File: src/sv/assert_macros.svh
// assertion macros shared by the allocator rtl
// no dependencies
`ifndef ASSERT_MACROS_SVH
`define ASSERT_MACROS_SVH
// property that must hold on every clock edge outside reset
`define CHK_ALWAYS(label, prop, msg) \
  label: assert property (@(posedge clk) disable iff (rst) (prop)) else $error(msg);
// implication checked on the following clock edge
`define CHK_NEXT(label, cond, prop, msg) \
  label: assert property (@(posedge clk) disable iff (rst) (cond) |=> (prop)) else $error(msg);
`endif

File: src/sv/ffba_pkg.sv
// shared types and constants of the first-fit block allocator
// no dependencies
package ffba_pkg;
  localparam int DefMaxBlocks = 64;
  localparam int EntryBytes = 8;

  typedef enum logic [1:0] {
    KIND_ALLOC   = 2'd0,
    KIND_FREE    = 2'd1,
    KIND_RESTART = 2'd2,
    KIND_FINISH  = 2'd3
  } kind_t;

  // datapath operations issued by the controller
  typedef enum logic [2:0] {
    OP_NONE   = 3'd0,
    OP_LOAD   = 3'd1,
    OP_SCAN   = 3'd2,
    OP_CHECK  = 3'd3,
    OP_SHIFT  = 3'd4,
    OP_COMMIT = 3'd5,
    OP_RESTART = 3'd6,
    OP_FINISH = 3'd7
  } op_t;

  typedef struct packed {
    op_t  op;
  } dp_cmd_t;

  typedef struct packed {
    logic scan_done;
    logic shift_done;
    logic check_ok;
    logic active;
  } dp_status_t;
endpackage

File: src/sv/ffba_ctrl.sv
// controller state machine of the allocator
// depends on ffba_pkg
module ffba_ctrl (
  input  logic                 clk,
  input  logic                 rst,
  input  logic                 start,
  input  logic [1:0]           kind,
  input  ffba_pkg::dp_status_t status,
  output ffba_pkg::dp_cmd_t    cmd,
  output logic                 busy,
  output logic                 done
);
  import ffba_pkg::*;

  typedef enum logic [5:0] {
    S_IDLE  = 6'b000001,
    S_SCAN  = 6'b000010,
    S_CHECK = 6'b000100,
    S_SHIFT = 6'b001000,
    S_COMMIT = 6'b010000,
    S_DONE  = 6'b100000
  } state_t;

  state_t state, state_next;

  always_ff @(posedge clk) begin
    if (rst) begin
      state <= S_IDLE;
    end else begin
      state <= state_next;
    end
  end

  always_comb begin
    state_next = state;
    cmd = '{op: OP_NONE};
    done = 1'b0;
    case (state)
      S_IDLE: begin
        if (start) begin
          cmd.op = OP_LOAD;
          case (kind_t'(kind))
            KIND_ALLOC, KIND_FREE: begin
              if (status.active) begin
                state_next = S_SCAN;
              end else begin
                state_next = S_DONE;
              end
            end
            KIND_RESTART: begin
              cmd.op = OP_RESTART;
              state_next = S_DONE;
            end
            default: begin
              cmd.op = OP_FINISH;
              state_next = S_DONE;
            end
          endcase
        end
      end
      S_SCAN: begin
        cmd.op = OP_SCAN;
        if (status.scan_done) begin
          state_next = S_CHECK;
        end
      end
      S_CHECK: begin
        cmd.op = OP_CHECK;
        if (status.check_ok) begin
          state_next = S_SHIFT;
        end else begin
          state_next = S_DONE;
        end
      end
      S_SHIFT: begin
        cmd.op = OP_SHIFT;
        if (status.shift_done) begin
          state_next = S_COMMIT;
        end
      end
      S_COMMIT: begin
        cmd.op = OP_COMMIT;
        state_next = S_DONE;
      end
      S_DONE: begin
        done = 1'b1;
        state_next = S_IDLE;
      end
      default: begin
        state_next = S_IDLE;
      end
    endcase
  end

  assign busy = (state != S_IDLE);
endmodule

File: config.mk
export PLATFORM = sky130hd
export DESIGN_NAME = ffba_ctrl
export DESIGN_NICKNAME = d
export VERILOG_FILES = /design/src/sv/assert_macros.svh /design/src/sv/ffba_pkg.sv /design/src/sv/ffba_ctrl.sv
export SDC_FILE = /design/constraint.sdc
export NUM_CORES = 1
export LEC_CHECK = 0
export BUFFER_PORTS_ARGS = -buffer_cell sky130_fd_sc_hd__buf_2
export CORE_AREA = 2 2 39 41
export CTS_CLUSTER_SIZE = 28
export DETAILED_ROUTE_END_ITERATION = 10
export DIE_AREA = 0 0 41 43
export MAX_ROUTING_LAYER = met4
export PLACE_DENSITY = 0.66
export SLEW_MARGIN = 20
export SYNTH_ARGS = -nofsm -noshare
export SYNTH_HDL_FRONTEND = slang
export SYNTH_SLANG_ARGS = --single-unit
File: constraint.sdc
create_clock -name clk -period 1.4 [get_ports clk]
set_input_delay 0.35 -clock clk [delete_from_list [all_inputs] [get_ports clk]]
set_output_delay 0.35 -clock clk [all_outputs]
set_load 0.02 [all_outputs]
After elaboration in Yosys (flattened, before gate mapping)
Index checks and enable logic that the tools add are counted.

operators by class
  multiplexer cells = 11
  $mul = 0
  divide/modulo/power cells = 0
  eq/ne operators = 12
  reductions and logical operators = 3
  $lt $le $gt $ge = 0
  bitwise logic cells = 0
  shift operators = 0
  $add $sub $neg = 0

operators with widths
  cell                                           number
  2-to-1 mux 6 bit                               6
  one-hot mux 6 bit (5 select lines)             1
  one-hot mux 3 bit (5 select lines)             1
  == test 6 x 1 -> 1 bit, second input constant  1
  == test 6 x 2 -> 1 bit, second input constant  1
  == test 6 x 3 -> 1 bit, second input constant  1
  == test 6 x 4 -> 1 bit, second input constant  1
  == test 6 x 5 -> 1 bit, second input constant  1
  == test 6 bit, second input constant           1
  != test 2 bit, second input constant           3
  != test 6 x 1 -> 1 bit, second input constant  1
  one-hot mux 3 bit (2 select lines)             1
  2-to-1 mux 3 bit                               1
  AND reduction 3 bit                            1
  == test 2 x 1 -> 1 bit, second input constant  1
  == test 2 bit, second input constant           1
  zero test 2 bit                                1
  OR reduction 2 bit                             1
  2-to-1 mux 1 bit                               1

word-level totals
  output and inout bits = 5
  memories kept = 0
  bits in registers = 6
  bits in latches = 0
  bits of input ports = 9
  word-level logic and storage cells = 27
  ROM bits = 0
  bits in writable memories = 0

Longest topological paths before layout
Gate-level depths: netlist of the first run.

  depth after elaboration = 5
  depth in mapped cells = 4
  gate-level depth less buffers = 3

Worst setup path before layout of the first run
OpenSTA, ideal clock, no wires.

  path kind = reg-to-output
  start = register state[1]
  end = output port cmd[2] (netlist name)
  path slack = -413 ps
  required time = 1,050 ps
  arrival time = 1,463 ps
  path buffers = 1
  cell stages (with the launch flop) = 4
  cells stage by stage = dfxtp_1 buf_2 or3_1 o32ai_1

RTL lines
  item                      RTL line         text
  start: declaration        ffba_ctrl.sv:24  state_t state, state_next;
  start signal: assignment  ffba_ctrl.sv:30  state <= state_next;
  end: declaration          ffba_ctrl.sv:9   output ffba_pkg::dp_cmd_t cmd,

==> results of run 1 <==
[cells by family (layout without fill, tap and decap cells)]
group,count (synthesis),in the layout,synth area share
AND/OR/NAND/NOR,32,32,0.424
buffers and inverters,8,42,0.0723
flip-flops,6,6,0.239
AO/OA/AOI/OAI,13,13,0.212
XOR/XNOR,3,3,0.0524
[area by class of cell]
type / instances / area, µm²
Fill cell: 131 / 508
Multi-Input combinational cell: 48 / 424
Timing Repair Buffer: 36 / 268
Sequential cell: 6 / 130
Clock buffer: 3 / 22.5
Tap cell: 16 / 20.0
Inverter: 3 / 11.3
[worst reg2reg max path, cell delays in order, from the launching register on]
cell,delay [ns]
dfxtp_2,0.33
buf_4,0.14
buf_4,0.15
nor3_1,0.31
nand3_1,0.18
o32ai_2,0.15
[power groups by stage]
stage	Clock (mW)	Sequential [mW]	Combinational, mW
4_1_cts	0.167	0.198	0.316
3_5_place_dp	0	0.201	0.292
3_3_place_gp	0	0.200	0.288
5_1_grt	0.174	0.200	0.340
2_1_floorplan	0	0.201	0.163
6_report	0.164	0.198	0.317
[per-layer routing]
metal	up-vias	routed length (µm)
li1	300	-
met1	282	569
met2	22	805
met3	8	79
met4	0	55
met5	-	0
[cells in the mapped netlist (2+ instances only)]
cell,number
nor3_1,4
nand2b_1,4
o21ai_0,2
buf_2,5
nand3_1,2
or3_1,2
xnor2_1,3
nor2_1,5
nor2b_1,3
inv_1,3
nor3b_1,2
dfxtp_1,6
[worst max path at each step]
stage	startpoint	end	slack (ns)
floorplan	state[1]$_SDFFE_PP0P_	done	-0.19
global placement	state[0]$_SDFFE_PP1P_	cmd[0]	-0.15
detailed placement	state[0]$_SDFFE_PP1P_	cmd[0]	-0.17
CTS	state[3]$_SDFFE_PP0P_	cmd[0]	-0.37
global route	state[3]$_SDFFE_PP0P_	cmd[0]	-0.43
finish	state[3]$_SDFFE_PP0P_	cmd[0]	-0.36
[through the flow]
| stage | TNS [ns] | power (mW) | cell area, µm² | setup WS (ns) |
|---|---|---|---|---|
| after floorplan | -0.487 | 0.363 | 594 | -0.192 |
| after global placement | -0.519 | 0.488 | 806 | -0.148 |
| after detailed placement | -0.590 | 0.492 | 806 | -0.166 |
| after CTS | -1.60 | 0.681 | 870 | -0.370 |
| after global routing | -1.95 | 0.713 | 876 | -0.427 |
| final | -1.56 | 0.679 | 876 | -0.362 |
[repair_timing]
action                                  CTS  global route
pin swaps                                 6             3
buffers inserted                          2             0
endpoints found under the setup margin    6             7
resized for setup                        11             1
hold buffers                              0             0
[cells in the final DEF, fill, tap and decap left out, drive strengths merged, types with 2 or more instances in the layout]
cell type	netlist	layout
dfxtp	6	6
nor3	4	4
nand3	3	3
xnor2	3	3
nor3b	2	2
o32ai	2	2
nor4	2	2
nor2b	3	3
clkbuf	0	3
inv	3	3
nor2	5	5
a21oi	2	2
nand2b	4	4
o21ai	2	2
or3	2	2
buf	5	36
nor4b	2	2
==> results.cfg, run 1 <==
[route]
ant_nets = 0
drcViolationCount = 0
routed_wl_um = 1510
wl_per_cell_um = 13.5
vias = 612
drt_pass1_iterations = 4
viasPerCell = 5.46
dr.first_iter.drc_count = 9

[global_route]
grt.total_usage = 0.212
grt_pass1_vias = 624
antenna_found_initial = 0
grt_use_met1 = 0.208
grt_pass1_wl_um = 2440
use_met2 = 0.359
overflow = 0
grt_max_degree = 9
gr-max-usage-layer = met2
met3_usage = 0.0209

[worst_setup_path]
cp_top_family = simple AND/OR/NAND/NOR gates
required_ns = 1.05
r2r_slack_ns = 0.03
crit_buf_inv = 1
startpoint_type = flip-flop
rr_endpoint = state[1]$_SDFFE_PP0P_
worst_ep_arrival_time_ns = 1.41
reg2reg_depth = 5
critPathMaxFanout = 4
slowest_stage = dfxtp_2
cp_num_cells = 4
r2r-start = state[4]$_SDFFE_PP0P_
crit_chain = nor4_4, nand3_2, o22ai_4, buf_6
crit_type = flip-flop to primary output
slowest_delay_ns = 0.34
end_kind = primary output

[synthesis]
synth_area_per_cell_um2 = 8.09
async_flop_share = 0
synth_top_area_share = 0.239
ys_seq_area_frac = 0.239
synth_nets = 71
synth_seq_cells = 6
yosys_warnings = 0
synthTopCellsByArea = dfxtp_1 (24%), xnor2_1 (5.2%), buf_2 (5.0%)
syn-cell-area_um2 = 502
syn_inst = 62
ys_types = 33
synth_ff_type = dfxtp_1
synth_edf_count = 0
yosysTopAreaCell = dfxtp_1

[outcome]
status = finished, violations left
violations = setup timing

[power]
p_leak_nw = 0.389
power_switching_share = 0.328
power_frac_clock = 0.242
ir_worst_vdd_mv = 0.651
pwr-share-comb = 0.467
seqPwrFrac = 0.292
power-per-cell-area_nw_per_um2 = 776
p_int_mw = 0.457
p_switching_mw = 0.223

[clock_network]
clk_latency_ns = 0.25
clock_path_buffers = 2
cts_buffers = 3
cts_tree = built
htreeDepth = 1
clockRootBuffer = clkbuf_4
cts_sinks = 6
clkSlewWorstSetupHoldPaths_ns = 0.05

[sta]
setup_viol = 5
hold_ws_ns = 0.335
worst_slack_ns = -0.362
period_share = 1.26
drv_slew = 0
hold_viol = 0
rsz0062_at_grt = yes
maxSlewHeadroom = 0.773
finalCriticalPeriod_ns = 1.76
fin_worst_skew_ns = 0.00744
tightest_slew_ns = 0.338
max_freq_mhz = 567

[floorplan]
start_util = 0.363
fp.coreArea_um2 = 1380
die_x_um = 41
rows = 14
ios = 14
die_area_um2 = 1760
die_h_um = 43

[layout]
fin_util = 0.633
synthToLayoutAreaGrowth_pct = 74.6
largest_register_ffs = 6
reg_top3 = state x6
regMostFlops = state
diodes = 0
final_nets = 107
instances_no_fill = 112
drive_gt1_frac = 0.604

[place]
gp_congestion = 0.790
place_hpwl_um = 1210
placed_cells_incl_taps = 107
io_buffers = 13

[worst_hold_path]
hold_depth = 2
hold_class = primary input to flip-flop
min-delay-start = status[3]
min_to = state[1]$_SDFFE_PP0P_

[flow_run]
cap_violations = 0
No activity file was read; power rests on OpenSTA's default activity.
==> run 2: changes to the inputs <==
Settings changed: ABC_AREA from default to 1, PLACE_DENSITY 0.66 to 0.59.
==> results.cfg, run 2 <==
[clock_network]
clockRootBuffer = clkbuf_4
htreeDepth = 1
clock_path_buffers = 2
clk_latency_ns = 0.26
cts_tree = built
cts_buffers = 3
cts_sinks = 6
clkSlewWorstSetupHoldPaths_ns = 0.05

[layout]
instances_no_fill = 110
reg_top3 = state x6
multi_input_area_um2 = 273
diodes = 0
final_nets = 105
synthToLayoutAreaGrowth_pct = 63.9
final_common_cell = buf_4
mostFrequentLayoutCells = buf_4 (13), inv_1 (11), nand2_1 (9)
final_cell_area_um2 = 681
fillers = 139
largest_register_ffs = 6
fin_util = 0.492
regMostFlops = state
drive_gt1_frac = 0.500
seq_area_um2 = 130

[synthesis]
synth_seq_cells = 6
ys_seq_area_frac = 0.289
syn-cell-area_um2 = 415
yosys_warnings = 0
yosysMostFrequentCell = inv_1
yosysTopAreaCell = dfxtp_1
async_flop_share = 0
synth_area_per_cell_um2 = 6.29
syn_inst = 66
ys_types = 17
synth_top_area_share = 0.289
synth_ff_type = dfxtp_1
ys_top_cells_by_count = inv_1 (13), nand2_1 (10), nand3_1 (8), nor2_1 (8)
synth_nets = 75
synth_edf_count = 0
synthTopCellsByArea = dfxtp_1 (29%), inv_1 (12%), nand3_1 (9.6%)

[global_route]
antenna_found_initial = 0
grt.total_usage = 0.173
grt_pass1_vias = 489
grt_pass1_wl_um = 1970
grt_use_met1 = 0.193
use_met2 = 0.272
overflow = 0
met3_usage = 0.0157
grt_max_degree = 7
gr-max-usage-layer = met2

[route]
drt_pass1_iterations = 4
routed_wl_um = 1160
vias = 516
ant_nets = 0
drcViolationCount = 0
wl_per_cell_um = 10.6
viasPerCell = 4.69
dr.first_iter.drc_count = 4

[place]
io_buffers = 13
postPlaceCellArea_um2 = 578
placed_cells_incl_taps = 105
gp_congestion = 0.899
place_hpwl_um = 936
post-place-ws_ns = -0.0346

[floorplan]
die_x_um = 41
die_area_um2 = 1760
ios = 14
rows = 14
start_util = 0.300
fp.coreArea_um2 = 1380
die_h_um = 43

[sta]
setup_viol = 5
maxSlewHeadroom = 0.884
fin_worst_skew_ns = 0.00610
tns_ns = -1.13
hold_viol = 0
rsz0062_at_grt = yes
tightest_slew_ns = 0.173
worst_slack_ns = -0.266
period_share = 1.19
finalCriticalPeriod_ns = 1.67
max_freq_mhz = 600
drv_slew = 0

[worst_setup_path]
rr_endpoint = state[1]$_SDFFE_PP0P_
end_kind = primary output
critPathMaxFanout = 4
reg2reg_depth = 8
required_ns = 1.05
crit_type = flip-flop to primary output
r2r_slack_ns = 0.10
worst_ep_arrival_time_ns = 1.32
startpoint_type = flip-flop
r2r-start = state[0]$_SDFFE_PP1P_

[power]
power-per-cell-area_nw_per_um2 = 1510
p_leak_nw = 0.361
ir_worst_vdd_mv = 0.640

[outcome]
violations = setup timing
status = finished, violations left

[worst_hold_path]
min-delay-start = rst
min_to = state[5]$_SDFFE_PP0P_
hold_depth = 2
hold_class = primary input to flip-flop

[flow_run]
cap_violations = 0
[run 2: changes by cell type after synthesis, sizes merged, moves of 3 or more]
cell / delta
buf: -5
inv: +11
nand2: +9
nand2b: -4
nand3: +6
nand4: +6
nor2: +8
nor2b: -3
xnor2: -3
[run 2: area by class of cell]
cell class | count | share of cell area
Timing Repair Buffer | 25 | 0.268
Multi-Input combinational cell | 46 | 0.401
Tap cell | 16 | 0.0294
Clock buffer | 3 | 0.0331
Sequential cell | 6 | 0.191
Inverter | 14 | 0.0772
[run 2: cell families (layout without fill, tap and decap cells)]
family	count (synthesis)	after routing	share of synthesized area
DFF	6	6	0.289
buffers and inverters	14	42	0.127
and+or+nand+nor	42	42	0.530
AOI/OAI and AO/OA	4	4	0.0542
[run 2: metal layers]
layer,part of all wire,wire length [µm]
met1,0.43,501
met2,0.51,589
met3,0.032,37
met4,0.029,34
met5,0,0
[run 2: how the worst max path moves through the flow]
stage                           from      to  slack [ns]  cells after the start
2_1_floorplan  state[4]$_SDFFE_PP0P_  cmd[0]       -0.16                      5
3_3_place_gp   state[3]$_SDFFE_PP0P_  cmd[2]       -0.03                      7
3_5_place_dp   state[2]$_SDFFE_PP0P_  cmd[0]       -0.03                      6
4_1_cts        state[3]$_SDFFE_PP0P_  cmd[0]       -0.30                      6
5_1_grt        state[2]$_SDFFE_PP0P_  cmd[0]       -0.35                      6
6_report       state[2]$_SDFFE_PP0P_  cmd[0]       -0.27                      6
[run 2: power breakdown]
| part | total [mW] | switching [mW] | internal, mW |
|---|---|---|---|
| Clock | 0.175 | 0.0772 | 0.0979 |
| Sequential | 0.247 | 0.0401 | 0.207 |
| Combinational | 0.608 | 0.318 | 0.290 |
[run 2: critical path: stages, from the launching register on]
cell      delay, ns
dfxtp_4        0.35
nor2_4         0.14
nand2_2        0.08
nor2_4         0.10
inv_2          0.04
o211ai_1       0.17
buf_4          0.17
[run 2: per-stage QoR]
step	hold slack, ns	power (mW)
after floorplan	0.417	0.537
after global placement	0.590	0.726
after detailed placement	0.595	0.730
after CTS	0.331	0.972
after global routing	0.345	1.11
final	0.329	1.03
[run 2: repair_timing]
item | in CTS | in global routing
buffers inserted | 1 | 1
resized for setup | 13 | 10
hold buffers | 0 | 0
setup endpoints to repair | 5 | 6
pin swaps | 4 | 4
==> run 3: changes to the inputs <==
Settings changed: SKIP_CTS_REPAIR_TIMING from default to 1.
==> results.cfg, run 3 (synthesized netlist as in run 2, its figures left out) <==
[worst_setup_path]
worst_ep_arrival_time_ns = 1.33
critPathMaxFanout = 4
cp_top_family = simple AND/OR/NAND/NOR gates
slowest_stage = dfxtp_4
crit_buf_inv = 2
crit_chain = nor2_4, nand2_2, nor2_4, inv_2, o211ai_1, buf_4
required_ns = 1.05
cpMostUsedCell = nor2_4
r2r-start = state[0]$_SDFFE_PP1P_
startpoint_type = flip-flop
slowest_delay_ns = 0.35
cp-startpoint = state[3]$_SDFFE_PP0P_
crit_type = flip-flop to primary output
end_kind = primary output

[floorplan]
die_area_um2 = 1760
rows = 14
die_x_um = 41
die_h_um = 43
fp.coreArea_um2 = 1380
start_util = 0.300
ios = 14

[route]
drcViolationCount = 0
wl_per_cell_um = 10.6
vias = 511
dr.first_iter.drc_count = 11
ant_nets = 0
viasPerCell = 4.73
routed_wl_um = 1150
drt_pass1_iterations = 3

[place]
io_buffers = 13
gp_congestion = 0.899
post-place-ws_ns = -0.0346
place_hpwl_um = 936
postPlaceCellArea_um2 = 578

[sta]
finalCriticalPeriod_ns = 1.68
hold_viol = 0
fin_worst_skew_ns = 0.00651
setup_viol = 5
rsz0062_at_grt = yes
drv_slew = 0
tightest_slew_ns = 0.176
maxSlewHeadroom = 0.882
period_share = 1.20
max_freq_mhz = 595
hold_ws_ns = 0.327
worst_slack_ns = -0.281

[clock_network]
clock_path_buffers = 2
clockRootBuffer = clkbuf_4
cts_sinks = 6
htreeDepth = 1
clkSlewWorstSetupHoldPaths_ns = 0.05
cts_buffers = 3
clk_latency_ns = 0.26
cts_tree = built

[power]
p_leak_nw = 0.350
p_total_mw = 1.01
ir_worst_vdd_mv = 0.644
power-per-cell-area_nw_per_um2 = 1550

[global_route]
overflow = 0
grt_pass1_wl_um = 1920
grt.total_usage = 0.168
grt_pass1_vias = 490
grt_max_degree = 7
antenna_found_initial = 0

[layout]
fillers = 139
drive_gt1_frac = 0.446
reg_top3 = state x6
largest_register_ffs = 6
regMostFlops = state
mostFrequentLayoutCells = inv_1 (12), buf_4 (12), nand2_1 (9)
final_nets = 103
final_cell_area_um2 = 649
synthToLayoutAreaGrowth_pct = 56.3
diodes = 0

[worst_hold_path]
hold_class = primary input to flip-flop
min-delay-start = rst

[outcome]
status = finished, violations left
violations = setup timing

[flow_run]
cap_violations = 0
## run 3: changes by cell type in the layout (fill, tap and decap cells not counted), sizes merged
cell,before,now
buf,25,23
## run 3: cell type report
cell class / instances / area [µm²] / share of cell area
clock buffer: 3 / 22.5 / 0.0347
sequential: 6 / 128 / 0.197
multi-input combinational: 46 / 263 / 0.405
tap: 16 / 20.0 / 0.0308
inverter: 14 / 52.6 / 0.0809
timing repair buffer: 23 / 164 / 0.252
## run 3: report_power, final
| group | switching, mW | internal [mW] | total (mW) | leakage (nW) |
|---|---|---|---|---|
| sequential | 0.0401 | 0.206 | 0.246 | 0.0502 |
| combinational | 0.309 | 0.272 | 0.581 | 0.285 |
| clock | 0.0798 | 0.0981 | 0.178 | 0.0138 |
| total | 0.429 | 0.576 | 1.01 | 0.350 |
## run 3: path summary, 6_finish.rpt
path	endpoint	slack, ns	depth (start not counted)
max	cmd[0]	-0.28	6
min	state[5]$_SDFFE_PP0P_	0.33	2
max reg2reg	state[1]$_SDFFE_PP0P_	0.12	8
min reg2reg	state[3]$_SDFFE_PP0P_	0.57	3
## run 3: metal layers
metal,vias to the layer above,part of all wire,global-route usage
met5,-,0,-
met4,0,0.027,0.120
met3,3,0.033,0.0157
met2,13,0.50,0.266
met1,226,0.43,0.183
li1,269,-,-
## run 3: per-stage QoR
stage	utilization	cells	TNS, ns
after global routing	0.469	108	-1.63
after global placement	0.418	105	-0.0650
final	0.469	108	-1.21
after CTS	0.434	108	-1.45
after detailed placement	0.418	105	-0.0568
after floorplan	-	66	-0.161
